$ cat src/sv/rom_font_glyph_trim_and_measure_defines.svh
// Assertion macros used by the top level file to check this block.
// Each macro samples on the rising edge of clk and is disabled while rst is high.
`ifndef ROM_FONT_GLYPH_TRIM_AND_MEASURE_DEFINES_SVH
`define ROM_FONT_GLYPH_TRIM_AND_MEASURE_DEFINES_SVH

// The consequent must hold in the same cycle as the antecedent.
`define FGM_ASSERT_SAME(label, cond, conseq, msg) \
  label: assert property (@(posedge clk) disable iff (rst) (cond) |-> (conseq)) \
    else $error(msg);

// The consequent must hold in the cycle after the antecedent.
`define FGM_ASSERT_NEXT(label, cond, conseq, msg) \
  label: assert property (@(posedge clk) disable iff (rst) (cond) |=> (conseq)) \
    else $error(msg);

`endif

$ cat src/sv/fgm_pkg.sv
package fgm_pkg;

  // Font geometry.
  localparam int GLYPH_COUNT = 96;
  localparam int GLYPH_ROWS  = 8;
  localparam int GLYPH_BYTES = 16;
  localparam logic [7:0] FIRST_CHAR = 8'h20;

  // Derived widths.
  localparam int GI_W      = (GLYPH_COUNT > 1) ? $clog2(GLYPH_COUNT) : 1;
  localparam int ROW_SEL_W = $clog2(GLYPH_ROWS);
  localparam int ROW_AW    = GI_W + ROW_SEL_W;
  localparam int ROW_DEPTH = GLYPH_COUNT * GLYPH_ROWS;
  localparam int K_W       = $clog2(GLYPH_BYTES);
  localparam int POS_W     = 17;
  localparam int REL_GI_W  = POS_W - K_W;
  localparam logic [POS_W-1:0] POS_MAX = '1;

  // Operation codes.
  localparam logic [1:0] OP_START   = 2'd0;
  localparam logic [1:0] OP_LOAD    = 2'd1;
  localparam logic [1:0] OP_PIXEL   = 2'd2;
  localparam logic [1:0] OP_MEASURE = 2'd3;

  // Configuration register indexes.
  localparam int CFG_IDX_W = 1;
  localparam logic [CFG_IDX_W-1:0] CFG_ROM_OFFSET    = 1'd0;
  localparam logic [CFG_IDX_W-1:0] CFG_SPACE_ADVANCE = 1'd1;
  localparam logic [3:0] SPACE_ADVANCE_RESET = 4'd4;

  // Input item.
  typedef struct packed {
    logic [1:0] operation;
    logic [7:0] data_byte;
    logic [7:0] char_code;
    logic [3:0] x_pos;
    logic [3:0] y_pos;
    logic       new_text;
  } fgm_in_t;

  // Result item.
  typedef struct packed {
    logic        pixel;
    logic [3:0]  glyph_width;
    logic [3:0]  advance;
    logic [15:0] text_width;
    logic        ready_res;
  } fgm_out_t;

  // Commands from the controller to the datapath.
  typedef struct packed {
    logic capture;
    logic exec;
    logic trim;
    logic query;
  } fgm_cmd_t;

  // Status from the datapath to the controller.
  typedef struct packed {
    logic [1:0] op;
    logic       glyph_done;
    logic       trim_last;
  } fgm_status_t;

endpackage

$ cat src/sv/fgm_ctrl.sv
module fgm_ctrl (
  input  logic                clk,
  input  logic                rst,
  input  logic                start,
  input  fgm_pkg::fgm_status_t status,
  output fgm_pkg::fgm_cmd_t   cmd,
  output logic                busy,
  output logic                done
);

  typedef enum logic [4:0] {
    S_IDLE  = 5'b00001,
    S_EXEC  = 5'b00010,
    S_TRIM  = 5'b00100,
    S_QUERY = 5'b01000,
    S_RESP  = 5'b10000
  } fgm_state_t;

  fgm_state_t state, state_next;

  // Next state selection.
  always_comb begin
    state_next = state;
    case (state)
      S_IDLE: begin
        if (start) state_next = S_EXEC;
      end
      S_EXEC: begin
        if (status.op == fgm_pkg::OP_PIXEL || status.op == fgm_pkg::OP_MEASURE) begin
          state_next = S_QUERY;
        end else if (status.glyph_done) begin
          state_next = S_TRIM;
        end else begin
          state_next = S_RESP;
        end
      end
      S_TRIM: begin
        if (status.trim_last) state_next = S_RESP;
      end
      S_QUERY: state_next = S_RESP;
      S_RESP:  state_next = S_IDLE;
      default: state_next = S_IDLE;
    endcase
  end

  always_ff @(posedge clk) begin
    if (rst) begin
      state <= S_IDLE;
    end else begin
      state <= state_next;
    end
  end

  // Commands and handshake outputs are decoded from the state; capture also needs start.
  always_comb begin
    cmd.capture = (state == S_IDLE) && start;
    cmd.exec    = (state == S_EXEC);
    cmd.trim    = (state == S_TRIM);
    cmd.query   = (state == S_QUERY);
  end

  assign busy = (state != S_IDLE);
  assign done = (state == S_RESP);

endmodule

$ cat config.mk
export PLATFORM = sky130hd
export DESIGN_NAME = fgm_ctrl
export DESIGN_NICKNAME = d
export VERILOG_FILES = /design/src/sv/rom_font_glyph_trim_and_measure_defines.svh /design/src/sv/fgm_pkg.sv /design/src/sv/fgm_ctrl.sv
export SDC_FILE = /design/constraint.sdc
export NUM_CORES = 1
export LEC_CHECK = 0
export BUFFER_PORTS_ARGS = -buffer_cell sky130_fd_sc_hd__buf_2
export CORE_AREA = 2 2 39 41
export CTS_CLUSTER_DIAMETER = 60
export DETAILED_ROUTE_END_ITERATION = 8
export DIE_AREA = 0 0 41 43
export MAX_ROUTING_LAYER = met4
export PLACE_DENSITY = 0.49
export REMOVE_ABC_BUFFERS = 1
export SLEW_MARGIN = 10
export SYNTH_ARGS = -nofsm -noshare
export SYNTH_HDL_FRONTEND = slang
export SYNTH_SLANG_ARGS = --single-unit
$ cat constraint.sdc
create_clock -name clk -period 2.9 [get_ports clk]
set_input_delay 0.145 -clock clk [delete_from_list [all_inputs] [get_ports clk]]
set_output_delay 0.145 -clock clk [all_outputs]
set_load 0.02 [all_outputs]
# After elaboration in Yosys (flattened, before gate mapping)
# Cells that the tools add are included.
totals:
  out_inout_bits: 6
  in_bits: 7
  register_bits: 5
op_classes:
  n_mux: 5
  eq_ne: 10
  n_reduce_logical: 3
ops:
  columns: ["cell", "count"]
  rows:
  - ["$mux W5", 4]
  - ["$pmux W5 S4", 1]
  - ["$eq A5 B1 Y1 const B", 1]
  - ["$eq A5 B2 Y1 const B", 1]
  - ["$eq A5 B3 Y1 const B", 1]
  - ["$eq A5 B4 Y1 const B", 1]
  - ["$eq A5 B5 Y1 const B", 1]
  - ["$ne A5 B1 Y1 const B", 1]
  - ["$eq A2 B2 Y1 const B", 2]
  - ["$ne A2 B2 Y1 const B", 2]
  - ["$reduce_and A2 Y1", 1]
  - ["$logic_and A1 B1 Y1", 1]
  - ["$logic_or A1 B1 Y1", 1]

# Depth between registers and ports, before layout
depth:
  ltp_word: 4
  depth_mapped: 3

# Worst setup path after synthesis
# Ideal clock, no wire load.
synth_path:
  kind: "reg-to-output"
  from: "reg state[1]"
  to: "out cmd[0] (netlist bit)"
  n_path_buf: 0
  arrival_ns: 1.284
  required_ns: 2.755
  path_stages_with_launch: 3
  setup_slack_ns: 1.471
  path_cell_list: "dfxtp_1 or3_1 nor3b_1"
synth_rtl:
  columns: ["element", "line_no", "rtl"]
  rows:
  - ["start, declared", "fgm_ctrl.sv:19", "fgm_state_t state, state_next;"]
  - ["start signal, assigned", "fgm_ctrl.sv:50", "state <= state_next;"]
  - ["end, declared", "fgm_ctrl.sv:6", "output fgm_pkg::fgm_cmd_t cmd,"]

==> results by group <==
Timing
  – Fin crit period: 1.605 ns
  – Final-report max-slew violation count: 0
  – RSZ-0062 raised after global routing: no
  – Setup Skew: 0.006859 ns
  – Final setup violating endpoints: 0
  – Worst hold slack: 0.07583 ns
  – Final worst-path cycle share: 55.34%
  – Setup TNS: 0 ns
  – Fin. Hold Viols: 0
  – FMAX: 623.1 MHz
  – Worst slew margin: 75.56%
  – Slew @ Worst Pin: 0.3633 ns
  – Final setup margin: 1.295 ns

Logic synthesis
  – Yosys cell types: 20
  – Flops & latches, synth: 5
  – Count leader, synth: dfxtp_1
  – Cells after Synth: 30
  – Largest cells by area after synthesis: dfxtp_1 (34%), nor4b_4 (8.1%), nor3b_1 (7.6%), a211oi_2 (4.2%), or3_4 (3.8%)
  – Post-synth top cells: dfxtp_1 (5), nor3b_1 (3)
  – Syn avg cell area: 9.843 µm²
  – Synth warnings: 0
  – Number of flops mapped to enable cells by yosys: 0
  – Share of the synthesized area in the top cell type: 33.90%
  – Post-synth top area cell: dfxtp_1
  – Synth Flop Type: dfxtp_1
  – Asr flop ratio synth: 0%
  – Mapped Area: 295.3 µm²
  – Sequential area share after synthesis: 33.90%

Cells and area
  – P&R area growth vs syn: 34.32%
  – Max reg flops: 5
  – Multi-input logic area: 187.7 µm²
  – Final core occ: 28.66%
  – Top Registers: state: 5 flops
  – Reg area: 100.1 µm²
  – Nets: 53
  – Most flop-heavy register: state
  – Post-route cell area: 396.6 µm²
  – Diode count: 0
  – Fill cells: 146
  – Share of cells above drive strength 1: 46.67%
  – Non-filler cells, final: 61

CTS
  – Clk_lat worst skew: 0.24 ns
  – CTS Hold Bufs: 0
  – CTS tree: built
  – CTS Buf Count: 3
  – Post-cts resize count: 0
  – Clk sinks: 5
  – Max Root-Sink Buffers: 2
  – CTS root buf: clkbuf_4
  – H-tree depth: 1
  – Setup Buffers After CTS: 0
  – Clk pin slew, worst setup/hold paths: 0.05 ns

Critical path
  – Critical-path cell list: nor4_1, nand2_1, nor2_1, buf_2
  – R2r setup slk: 1.60 ns
  – WP data required: 2.76 ns
  – Worst r2r src: state[1]$_SDFFE_PP0P_
  – CP Capture Type: output pin
  – CP top delay family: simple AND/OR/NAND/NOR gates
  – CP max stage delay: 0.40 ns
  – WP buf/inv: 1
  – Worst-path fanout max: 6
  – Crit path from: state[1]$_SDFFE_PP0P_
  – Worst Setup Start Kind: register
  – Slowest-stage cell, CP: nor4_1
  – WP data arrival: 1.46 ns
  – CP Class: reg2out

Power and ir drop
  – Leakage power: 0.1721 nW
  – Cell area power density: 486.7 nW/µm²
  – Peak supply drop: 176.6 µV
  – Total power: 0.1931 mW

Floorplan
  – I/O pin cnt: 13
  – Die Y: 43 µm
  – Row count: 14
  – Die X: 41 µm
  – Core area: 1384 µm²
  – Die ar.: 1763 µm²
  – Starting density of the core: 21.34%

Worst hold path
  – HP Start: rst
  – Hold Crit Class: in2reg

Global route
  – Initial antenna violation count: 0
  – Largest net degree at the start of global routing: 7
  – Vias in the first global route: 255
  – GRT Util Overall: 9.877%
  – First-pass GRT wire length: 1055 µm
  – Total congestion overflow: 0

Detailed routing
  – Vias per std cell: 4.475
  – Vias: 273
  – DRT Wirelength: 620 µm
  – Wire per inst: 10.16 µm
  – DRC: 0
  – Pre-Repair DR Iteration Count: 4
  – Routed Antenna Nets: 0
  – Initial drt markers: 11

Run
  – Max-cap violations: 0

Place
  – Pre-CTS setup slack: 1.566 ns
  – Placed Area: 370.4 µm²
  – Port bufs: 11
  – Final GP Congestion: 0.6961
  – Cell count after placement: 57

Outcome
  – Outcome: finished, final reports clean
-- cell type report --
| class | instances | area share [%] |
|---|---|---|
| tap | 16 | 5.047 |
| sequential | 5 | 25.24 |
| inverter | 2 | 1.893 |
| multi-input combinational | 23 | 47.32 |
| clock buffer | 4 | 6.625 |
| timing repair buffer | 11 | 13.88 |
-- layer usage --
| metal | global-route usage [%] | part of all wire [%] | up-vias |
|---|---|---|---|
| met2 | 10.63 | 39 | 12 |
| met5 | - | 0 | - |
| met1 | 11.90 | 50 | 115 |
| met3 | 6.806 | 8.9 | 2 |
| met4 | 8.000 | 1.6 | 0 |
| li1 | - | - | 144 |
-- cell families after synthesis --
logic type / synth area share [%]
AO/OA/AOI/OAI: 13.56
flip-flops: 33.90
AND/OR/NAND/NOR: 47.04
buffers and inverters: 2.543
XOR/XNOR: 2.967
-- report_power, final --
part           switching (mW)  total, mW  leakage (nW)  internal, mW
combinational          0.0203     0.0357         0.116        0.0153
clock                  0.0283     0.0803        0.0150        0.0520
sequential            0.00499     0.0771        0.0408        0.0721
-- path summary, 6_finish.rpt --
| kind | endpoint | depth (start not counted) |
|---|---|---|
| max | cmd[3] | 4 |
| min | state[1]$_SDFFE_PP0P_ | 2 |
| max reg2reg | state[2]$_SDFFE_PP0P_ | 3 |
| min reg2reg | state[1]$_SDFFE_PP0P_ | 2 |
-- layout by cell type (no fill, tap or decap), types with 2 or more instances in the layout --
master and n:
buf_2 11, nand2_1 2, inv_1 2, dfxtp_1 5, nor3b_1 3, nor3_1 2, nor2_1 2, clkbuf_4 3
Power figures use the tool's default switching activity.
